$ cat src/sv/utf8v_pkg.sv
// Package of the UTF-8 validator: payload and group types and byte constants.
// Depends on nothing; used by every module of the block.
package utf8v_pkg;

  localparam int unsigned GROUP_DEPTH = 4;
  localparam int unsigned GROUP_PTR_W = $clog2(GROUP_DEPTH);

  localparam logic [7:0] REPAIR_CHAR  = 8'h3F;
  localparam logic [7:0] LEAD_MIN     = 8'hC2;
  localparam logic [7:0] LEAD_MAX     = 8'hF4;
  localparam logic [7:0] LEAD_3B      = 8'hE0;
  localparam logic [7:0] LEAD_4B      = 8'hF0;
  localparam logic [7:0] LEAD_SURR    = 8'hED;
  localparam logic [7:0] LEAD_NONCHAR = 8'hEF;
  localparam logic [7:0] MID_NONCHAR  = 8'hBF;
  localparam logic [7:0] LAST_NONCHAR = 8'hBE;
  localparam logic [7:0] TRAIL_MIN    = 8'h80;
  localparam logic [7:0] TRAIL_MAX    = 8'hBF;
  localparam logic [7:0] E0_TRAIL_MIN = 8'hA0;
  localparam logic [7:0] ED_TRAIL_MAX = 8'h9F;
  localparam logic [7:0] F0_TRAIL_MIN = 8'h90;
  localparam logic [7:0] F4_TRAIL_MAX = 8'h8F;

  typedef struct packed {
    logic [7:0] in_byte;
    logic       in_last;
  } utf8v_in_t;

  typedef struct packed {
    logic [7:0]  out_byte;
    logic        out_bad;
    logic        out_last;
    logic        stream_valid;
    logic [31:0] error_pos;
  } utf8v_out_t;

  // All results caused by one request: held bytes first, then the current byte.
  typedef struct packed {
    logic [2:0][7:0] pend;
    logic [7:0]      cur;
    logic [1:0]      pend_cnt;
    logic            pend_bad;
    logic            cur_emit;
    logic            cur_bad;
    logic            last;
    logic            stream_ok;
    logic [31:0]     err_pos;
  } utf8v_group_t;

endpackage

$ cat src/sv/utf8v_front.sv
// Front end of the UTF-8 validator: sequence state and per-request classification.
// Depends on utf8v_pkg.
module utf8v_front #(
  parameter int unsigned POS_WIDTH = 32
) (
  input  logic                   clk_i,
  input  logic                   rst_ni,
  input  logic                   accept_i,
  input  utf8v_pkg::utf8v_in_t   in_i,
  output utf8v_pkg::utf8v_group_t grp_o,
  output logic                   grp_valid_o
);
  import utf8v_pkg::*;

  logic [2:0][7:0]       pend_q, pend_d;
  logic [1:0]            pc_q, pc_d;
  logic [1:0]            et_q, et_d;
  logic [POS_WIDTH-1:0]  pos_q;
  logic [POS_WIDTH-1:0]  seq_q, seq_d;
  logic [POS_WIDTH-1:0]  first_q;
  logic                  err_q;

  logic [7:0]            b;
  logic                  last;
  logic                  is_ascii, is_lead, in_rng, nonchar, take;
  logic [1:0]            lead_trail;
  logic [7:0]            lo, hi;
  logic                  err_now, err_any;
  logic [POS_WIDTH-1:0]  err_at, err_pos_n;
  logic [POS_WIDTH+31:0] err_ext;
  logic [1:0]            pend_cnt;
  logic                  pend_bad, cur_emit, cur_bad;

  assign b        = in_i.in_byte;
  assign last     = in_i.in_last;
  assign is_ascii = !b[7];
  assign is_lead  = (b >= LEAD_MIN) && (b <= LEAD_MAX);
  assign lead_trail = (b >= LEAD_4B) ? 2'd3 : ((b >= LEAD_3B) ? 2'd2 : 2'd1);

  always_comb begin
    lo = TRAIL_MIN;
    hi = TRAIL_MAX;
    if (pc_q == 2'd1) begin
      unique case (pend_q[0])
        LEAD_3B:   lo = E0_TRAIL_MIN;
        LEAD_SURR: hi = ED_TRAIL_MAX;
        LEAD_4B:   lo = F0_TRAIL_MIN;
        LEAD_MAX:  hi = F4_TRAIL_MAX;
        default: ;
      endcase
    end
  end

  assign in_rng  = (b >= lo) && (b <= hi);
  assign nonchar = (pc_q == 2'd2) && (et_q == 2'd2) && (pend_q[0] == LEAD_NONCHAR) &&
                   (pend_q[1] == MID_NONCHAR) && (b >= LAST_NONCHAR);

  always_comb begin
    pend_cnt = 2'd0;
    pend_bad = 1'b0;
    cur_emit = 1'b0;
    cur_bad  = 1'b0;
    err_now  = 1'b0;
    err_at   = seq_q;
    take     = 1'b0;
    pc_d     = 2'd0;
    et_d     = 2'd0;
    seq_d    = seq_q;
    pend_d   = pend_q;
    if (pc_q == 2'd0) begin
      take   = 1'b1;
      err_at = pos_q;
    end else if (in_rng) begin
      if (nonchar) begin
        pend_cnt = pc_q;
        pend_bad = 1'b1;
        cur_emit = 1'b1;
        cur_bad  = 1'b1;
        err_now  = 1'b1;
      end else if (pc_q >= et_q) begin
        pend_cnt = pc_q;
        cur_emit = 1'b1;
      end else begin
        pend_d[pc_q] = b;
        pc_d         = pc_q + 2'd1;
        et_d         = et_q;
        if (last) begin
          pend_cnt = pc_q;
          pend_bad = 1'b1;
          cur_emit = 1'b1;
          cur_bad  = 1'b1;
          err_now  = 1'b1;
          pc_d     = 2'd0;
        end
      end
    end else begin
      pend_cnt = pc_q;
      pend_bad = 1'b1;
      err_now  = 1'b1;
      take     = 1'b1;
    end
    if (take) begin
      if (is_ascii) begin
        cur_emit = 1'b1;
      end else if (is_lead && !last) begin
        pend_d[0] = b;
        pc_d      = 2'd1;
        et_d      = lead_trail;
        seq_d     = pos_q;
      end else begin
        cur_emit = 1'b1;
        cur_bad  = 1'b1;
        err_now  = 1'b1;
      end
    end
  end

  assign err_any   = err_q || err_now;
  assign err_pos_n = err_q ? first_q : err_at;
  assign err_ext   = {32'd0, err_pos_n};

  always_comb begin
    grp_o.pend      = pend_q;
    grp_o.cur       = b;
    grp_o.pend_cnt  = pend_cnt;
    grp_o.pend_bad  = pend_bad;
    grp_o.cur_emit  = cur_emit;
    grp_o.cur_bad   = cur_bad;
    grp_o.last      = last;
    grp_o.stream_ok = last && !err_any;
    grp_o.err_pos   = (last && err_any) ? err_ext[31:0] : 32'd0;
  end

  assign grp_valid_o = accept_i && ((pend_cnt != 2'd0) || cur_emit);

  always_ff @(posedge clk_i or negedge rst_ni) begin
    if (!rst_ni) begin
      pc_q    <= 2'd0;
      et_q    <= 2'd0;
      pos_q   <= '0;
      seq_q   <= '0;
      first_q <= '0;
      err_q   <= 1'b0;
    end else if (accept_i) begin
      if (last) begin
        pc_q    <= 2'd0;
        et_q    <= 2'd0;
        pos_q   <= '0;
        seq_q   <= '0;
        first_q <= '0;
        err_q   <= 1'b0;
      end else begin
        pc_q    <= pc_d;
        et_q    <= et_d;
        pos_q   <= pos_q + {{(POS_WIDTH-1){1'b0}}, 1'b1};
        seq_q   <= seq_d;
        first_q <= err_pos_n;
        err_q   <= err_any;
      end
    end
  end

  always_ff @(posedge clk_i) begin
    if (accept_i) begin
      pend_q <= pend_d;
    end
  end

endmodule

$ cat src/sv/utf8v_queue.sv
// Short queue of result groups between the front and back ends of the validator.
// Depends on utf8v_pkg.
module utf8v_queue (
  input  logic                    clk_i,
  input  logic                    rst_ni,
  input  logic                    wr_i,
  input  utf8v_pkg::utf8v_group_t wr_grp_i,
  input  logic                    rd_i,
  output utf8v_pkg::utf8v_group_t rd_grp_o,
  output logic                    empty_o,
  output logic                    full_o
);
  import utf8v_pkg::*;

  utf8v_group_t           mem_q [GROUP_DEPTH];
  logic [GROUP_PTR_W-1:0] wr_ptr_q, rd_ptr_q;
  logic [GROUP_PTR_W:0]   cnt_q;

  assign empty_o  = (cnt_q == '0);
  assign full_o   = (cnt_q == (GROUP_PTR_W+1)'(GROUP_DEPTH));
  assign rd_grp_o = mem_q[rd_ptr_q];

  always_ff @(posedge clk_i or negedge rst_ni) begin
    if (!rst_ni) begin
      wr_ptr_q <= '0;
      rd_ptr_q <= '0;
      cnt_q    <= '0;
    end else begin
      if (wr_i) begin
        wr_ptr_q <= wr_ptr_q + {{(GROUP_PTR_W-1){1'b0}}, 1'b1};
      end
      if (rd_i) begin
        rd_ptr_q <= rd_ptr_q + {{(GROUP_PTR_W-1){1'b0}}, 1'b1};
      end
      if (wr_i && !rd_i) begin
        cnt_q <= cnt_q + {{GROUP_PTR_W{1'b0}}, 1'b1};
      end else if (rd_i && !wr_i) begin
        cnt_q <= cnt_q - {{GROUP_PTR_W{1'b0}}, 1'b1};
      end
    end
  end

  always_ff @(posedge clk_i) begin
    if (wr_i) begin
      mem_q[wr_ptr_q] <= wr_grp_i;
    end
  end

endmodule

$ cat src/sv/utf8v_back.sv
// Back end of the UTF-8 validator: hands out the bytes of each queued group in order.
// Depends on utf8v_pkg.
module utf8v_back (
  input  logic                    clk_i,
  input  logic                    rst_ni,
  input  utf8v_pkg::utf8v_group_t grp_i,
  input  logic                    grp_empty_i,
  input  logic                    repair_i,
  input  logic                    pop_i,
  output logic                    empty_o,
  output utf8v_pkg::utf8v_out_t   out_o,
  output logic                    grp_rd_o
);
  import utf8v_pkg::*;

  logic [1:0] idx_q;
  logic [2:0] n_items;
  logic       final_item;
  logic       from_pend;
  logic [7:0] raw_byte;
  logic       bad;

  assign n_items    = {1'b0, grp_i.pend_cnt} + {2'b00, grp_i.cur_emit};
  assign final_item = ({1'b0, idx_q} == (n_items - 3'd1));
  assign from_pend  = (idx_q < grp_i.pend_cnt);
  assign raw_byte   = from_pend ? grp_i.pend[idx_q] : grp_i.cur;
  assign bad        = from_pend ? grp_i.pend_bad : grp_i.cur_bad;

  assign empty_o  = grp_empty_i;
  assign grp_rd_o = pop_i && !grp_empty_i && final_item;

  always_comb begin
    out_o.out_byte     = (bad && repair_i) ? REPAIR_CHAR : raw_byte;
    out_o.out_bad      = bad;
    out_o.out_last     = grp_i.last && final_item;
    out_o.stream_valid = grp_i.stream_ok && final_item;
    out_o.error_pos    = final_item ? grp_i.err_pos : 32'd0;
  end

  always_ff @(posedge clk_i or negedge rst_ni) begin
    if (!rst_ni) begin
      idx_q <= 2'd0;
    end else if (pop_i && !grp_empty_i) begin
      idx_q <= final_item ? 2'd0 : idx_q + 2'd1;
    end
  end

endmodule

$ cat src/sv/utf8_validate_repair.sv
// Top level of the UTF-8 stream validator with optional repair.
// Depends on utf8v_pkg, utf8v_front, utf8v_queue and utf8v_back.
//
// Usage: bytes enter on the input queue port (push, full, in_i) with in_last
// on the final byte of a stream. Result bytes leave on the output queue port
// (empty, pop, out_o); a byte appears once its UTF-8 sequence is decided, so
// one request gives zero to four results. out_last, stream_valid and
// error_pos are set on the final result of a stream.
// Results of a taken request are registered in the group queue before out_o.
// Throughput: one request per cycle while the group queue has room; the
// output port hands out one result per cycle while pop is high, so the
// results of a request that releases a whole held sequence leave in turn.
// Reset clears the sequence state, the queue and the offsets, and sets
// repair mode. A stalled receiver fills the four-group queue, after which
// full rises until results are popped. cfg_we_i/cfg_wdata_i write the repair
// enable. Use them only while the block is idle; it is not enforced.
module utf8_validate_repair #(
  parameter int unsigned POS_WIDTH = 32
) (
  input  logic                  clk_i,
  input  logic                  rst_ni,
  input  logic                  push,
  output logic                  full,
  input  utf8v_pkg::utf8v_in_t  in_i,
  output logic                  empty,
  input  logic                  pop,
  output utf8v_pkg::utf8v_out_t out_o,
  input  logic                  cfg_we_i,
  input  logic                  cfg_wdata_i
);
  import utf8v_pkg::*;

  logic         repair_q;
  logic         accept;
  utf8v_group_t front_grp, head_grp;
  logic         front_wr, q_empty, q_rd;

  assign accept = push && !full;

  always_ff @(posedge clk_i or negedge rst_ni) begin
    if (!rst_ni) begin
      repair_q <= 1'b1;
    end else if (cfg_we_i) begin
      repair_q <= cfg_wdata_i;
    end
  end

  utf8v_front #(
    .POS_WIDTH(POS_WIDTH)
  ) u_front (
    .clk_i      (clk_i),
    .rst_ni     (rst_ni),
    .accept_i   (accept),
    .in_i       (in_i),
    .grp_o      (front_grp),
    .grp_valid_o(front_wr)
  );

  utf8v_queue u_queue (
    .clk_i   (clk_i),
    .rst_ni  (rst_ni),
    .wr_i    (front_wr),
    .wr_grp_i(front_grp),
    .rd_i    (q_rd),
    .rd_grp_o(head_grp),
    .empty_o (q_empty),
    .full_o  (full)
  );

  utf8v_back u_back (
    .clk_i      (clk_i),
    .rst_ni     (rst_ni),
    .grp_i      (head_grp),
    .grp_empty_i(q_empty),
    .repair_i   (repair_q),
    .pop_i      (pop),
    .empty_o    (empty),
    .out_o      (out_o),
    .grp_rd_o   (q_rd)
  );

endmodule

$ cat config.mk
export PLATFORM = sky130hd
export DESIGN_NAME = utf8_validate_repair
export DESIGN_NICKNAME = d
export VERILOG_FILES = /design/src/sv/utf8v_pkg.sv /design/src/sv/utf8v_front.sv /design/src/sv/utf8v_queue.sv /design/src/sv/utf8v_back.sv /design/src/sv/utf8_validate_repair.sv
export SDC_FILE = /design/constraint.sdc
export NUM_CORES = 1
export LEC_CHECK = 0
export BUFFER_PORTS_ARGS = -buffer_cell sky130_fd_sc_hd__clkbuf_2
export CAP_MARGIN = 0
export CORE_ASPECT_RATIO = 0.5
export CORE_UTILIZATION = 60
export CTS_BUF_LIST = sky130_fd_sc_hd__clkbuf_8
export CTS_CLUSTER_DIAMETER = 120
export DETAILED_ROUTE_END_ITERATION = 16
export HOLD_SLACK_MARGIN = 0.1
export PLACE_DENSITY = 0.77
export RECOVER_POWER = 50
export SYNTH_ARGS = -nofsm -noshare
export SYNTH_HDL_FRONTEND = slang
export SYNTH_HIERARCHICAL = 1
export SYNTH_SLANG_ARGS = --single-unit
$ cat constraint.sdc
create_clock -name clk_i -period 7.6 [get_ports clk_i]
set_clock_uncertainty 0.15 [all_clocks]
set_input_delay 1.52 -clock clk_i [delete_from_list [all_inputs] [get_ports clk_i]]
set_output_delay 1.52 -clock clk_i [all_outputs]
set_load 0.05 [all_outputs]
==> run metrics <==
Pint=4.67 mW; die width=approximately 250 um; Clock power frac=0.219; Async SR Flop Fraction=0.265; Core Area=about 29,000 um2; Clock Pin Slew Worst Setup and Hold Paths=approximately 0.06 ns; Critical Path End=out_o[41]; drt drc=0; area leader, netlist=edfxtp_1; reg2reg path depth=12; via count=9,563; Max Freq=between 0.15 and 0.2 GHz; Critical Path Start Type=flop; clock tree sinks=419; starting DRC count in detailed routing=~740; n_diodes=0; number of stages on the worst setup path=8; RSZ-0062 raised after global routing=no; Synth Instances=roughly 1.1k; Worst EP required=between 5 and 6 ns; Post-synth top flop=edfxtp_1; Buf/Inv on CP=3; Synth Register Bits=~420; placed cell count=roughly 1.5k; Overall Power=~7.7 mW; HP Class=flop to flop; post-synth cell types=63; share of cells above drive strength 1=0.199; Final GP Congestion=~0.84; Final setup viols=0; cells along the critical path=mux4_2, inv_1, ha_1, a21oi_2, mux2i_4, inv_2, a221oi_2, clkbuf_2; delay-heaviest family, CP=flip-flops; critical path data arrival time=between 4 and 5 ns; Detail Route Antenna Nets=0; antenna violations before repair=0; Post-Route M1 WL=15,100 um; Max VDD drop=roughly 0.34 mV; gr usage total=0.230; initial core utilization=0.612; deepest clock path buffer count=3; synthesized area=17,800 um2; Layout Nets=1,189; Tmin final=just over 6 ns; synth top area cells=edfxtp_1, dfrtp_1, mux4_2; Avg Synthesized Cell Area=around 16 um2; Critical Path Start=u_queue/rd_ptr_q[0]$_DFFE_PN0P_; cts bufs inserted=57; failing checks=max-capacitance violations, max-slew violations; Final Hold Viols=0; status=complete, but fails checks; actual slew at the worst max-slew pin=approximately 2 ns; YS warnings=6; clk_lat worst skew=~0.60 ns; top sig layer=met4; DR WL met2=around 17,000 um; Routed WL per cell=21.3 um; number of synthesized flops with an enable pin=between 300 and 400; number of global-route vias before repair=around 9.7k; die area=30,400 um2; top cell type's share of synthesized area=0.520; global-route wire length before repair=roughly 53,000 um; Final Max Slew Viols=247; CTS tree=built; Sw Ratio=0.391; CP Capture Type=output port; GR Overflow Total=0; dpl hpwl=~20,000 um; Critical R2R Launch=u_front/pc_q[1]$_DFFE_PN0P_; CP max stage delay=around 1.1 ns; I/O pins=60; drt pass-1 iters=5; DRT Wirelength=33,900 um; P&R area growth vs syn=8.47%; Site Rows=44; CP max-delay cell=dfrtp_4; register area share after synthesis=0.676; Reg2Reg Setup Slack=2.21 ns; worst relative slew slack=-0.344; htree depth=2; most common cell after layout, fill and taps aside=edfxtp_1; Root Driver=clkbuf_8; met3 WL=approximately 1600 um; critical path type=flop to output port; final non-filler cell total=1,592; synthesized netlist net count=around 1.1k; Power Density=between 300 and 400 nW/um2; largest net degree at the start of global routing=just over 80; Fin Hold WS=between 0.3 and 0.4 ns; vias per cell=6.01; sequential share of power=0.406; Post-CTS Resized=0; ratio of final minimum period to clock period=0.814; commonest cells after routing, fill and taps aside=edfxtp_1, nor2_1, dfrtp_1; Reg-to-Reg End=u_queue/mem_q[2][55]$_DFFE_PP_; Logic pwr share=0.374; setup bufs post-CTS=0; Vert. Die Dim=about 120 um; largest fanout on the critical path=between 40 and 50; Psw=2.99 mW; leakage power=just over 7 nW; CTS Hold Bufs=0; PortBufs=59; Max-Cap Viols=6; setup total negative slack=0 ns
## synthesized netlist by cell type, types with 6 or more instances
cell       instances
nor4_1             6
a21oi_1           42
nand3_1           13
nor2_1           107
nand2b_1           7
dfrtp_1          110
o21ai_1            7
clkbuf_1          32
buf_4             15
ha_1              18
and2_1            40
mux2i_1           47
o2bb2ai_1         41
and3_1             6
a22o_1            35
inv_1             17
buf_2             16
buf_12             7
nand2_1           20
nor3_1            10
nand4_1           12
edfxtp_1         308
xnor2_1           17
xor2_1            17
mux2_2             9
mux4_2            70
o21ai_0           10
## flip-flops by register name (all words and copies together), names as in the netlist
| signal | count |
|---|---|
| u_back/idx_q | 2 |
| u_queue/mem_q | 284 |
| u_front/pos_q | 32 |
| u_front/seq_q | 32 |
| u_front/first_q | 32 |
| repair_q | 1 |
| u_front/err_q | 1 |
| u_front/pc_q | 2 |
| u_queue/wr_ptr_q | 2 |
| u_queue/rd_ptr_q | 2 |
| u_front/et_q | 2 |
| u_front/grp_o | 24 |
| u_queue/cnt_q | 3 |
## logic make-up (layout without fill, tap and decap cells)
| logic type | count (synthesis) | count (layout) | synth area share |
|---|---|---|---|
| mux | 129 | 129 | 0.124 |
| buf+inv | 95 | 195 | 0.0316 |
| fa+ha+maj | 19 | 19 | 0.0138 |
| simple gates | 254 | 254 | 0.0751 |
| xor+xnor | 34 | 34 | 0.0167 |
| compound gates | 151 | 151 | 0.0623 |
| flops | 419 | 419 | 0.676 |
## layout make-up
class,count,area [um2]
inverters,19,71.3
clock inverters,37,205
flip-flops and latches,419,12000
well taps,391,489
fillers,1962,9770
repair buffers,71,349
multi-input cells,587,5210
clock buffers,68,936
## how the worst min path moves through the flow
stage | start | endpoint | slack (ns) | cells after the start
floorplan | u_front/first_q[0]$_DFFE_PN0P_ | u_front/first_q[0]$_DFFE_PN0P_ | 0.31 | 1
global placement | u_front/grp_o[66]$_DFFE_PP_ | u_queue/mem_q[1][66]$_DFFE_PP_ | 0.31 | 0
detailed placement | u_front/first_q[9]$_DFFE_PN0P_ | u_front/first_q[9]$_DFFE_PN0P_ | 0.32 | 1
CTS | u_front/first_q[12]$_DFFE_PN0P_ | u_front/first_q[12]$_DFFE_PN0P_ | 0.34 | 1
global route | u_front/first_q[10]$_DFFE_PN0P_ | u_front/first_q[10]$_DFFE_PN0P_ | 0.35 | 1
finish | u_front/first_q[14]$_DFFE_PN0P_ | u_front/first_q[14]$_DFFE_PN0P_ | 0.34 | 1
## stage by stage
step / instance area [um2] / worst slack, ns / util
2_1_floorplan: 17800 / 2.21 / -
3_3_place_gp: 18200 / 2.05 / 0.627
3_5_place_dp: 18200 / 1.96 / 0.627
4_1_cts: 19400 / 1.28 / 0.666
5_1_grt: 19300 / 1.10 / 0.664
6_report: 19300 / 1.41 / 0.664
## power groups by stage
stage                     clock [mW]  combinational (mW)  sequential [mW]
after detailed placement           0                2.90             3.16
final                           1.68                2.87             3.11
after global placement             0                2.85             3.14
after floorplan                    0                2.45             3.00
after CTS                       1.72                2.91             3.12
after global routing            1.82                3.04             3.15
## layer usage
| metal | vias to the layer above | track usage |
|---|---|---|
| li1 | 4333 | - |
| met1 | 4921 | 0.320 |
| met2 | 253 | 0.377 |
| met3 | 56 | 0.0360 |
| met4 | 0 | 0.0792 |
| met5 | - | 0 |
No activity file was read; power rests on OpenSTA's default activity.
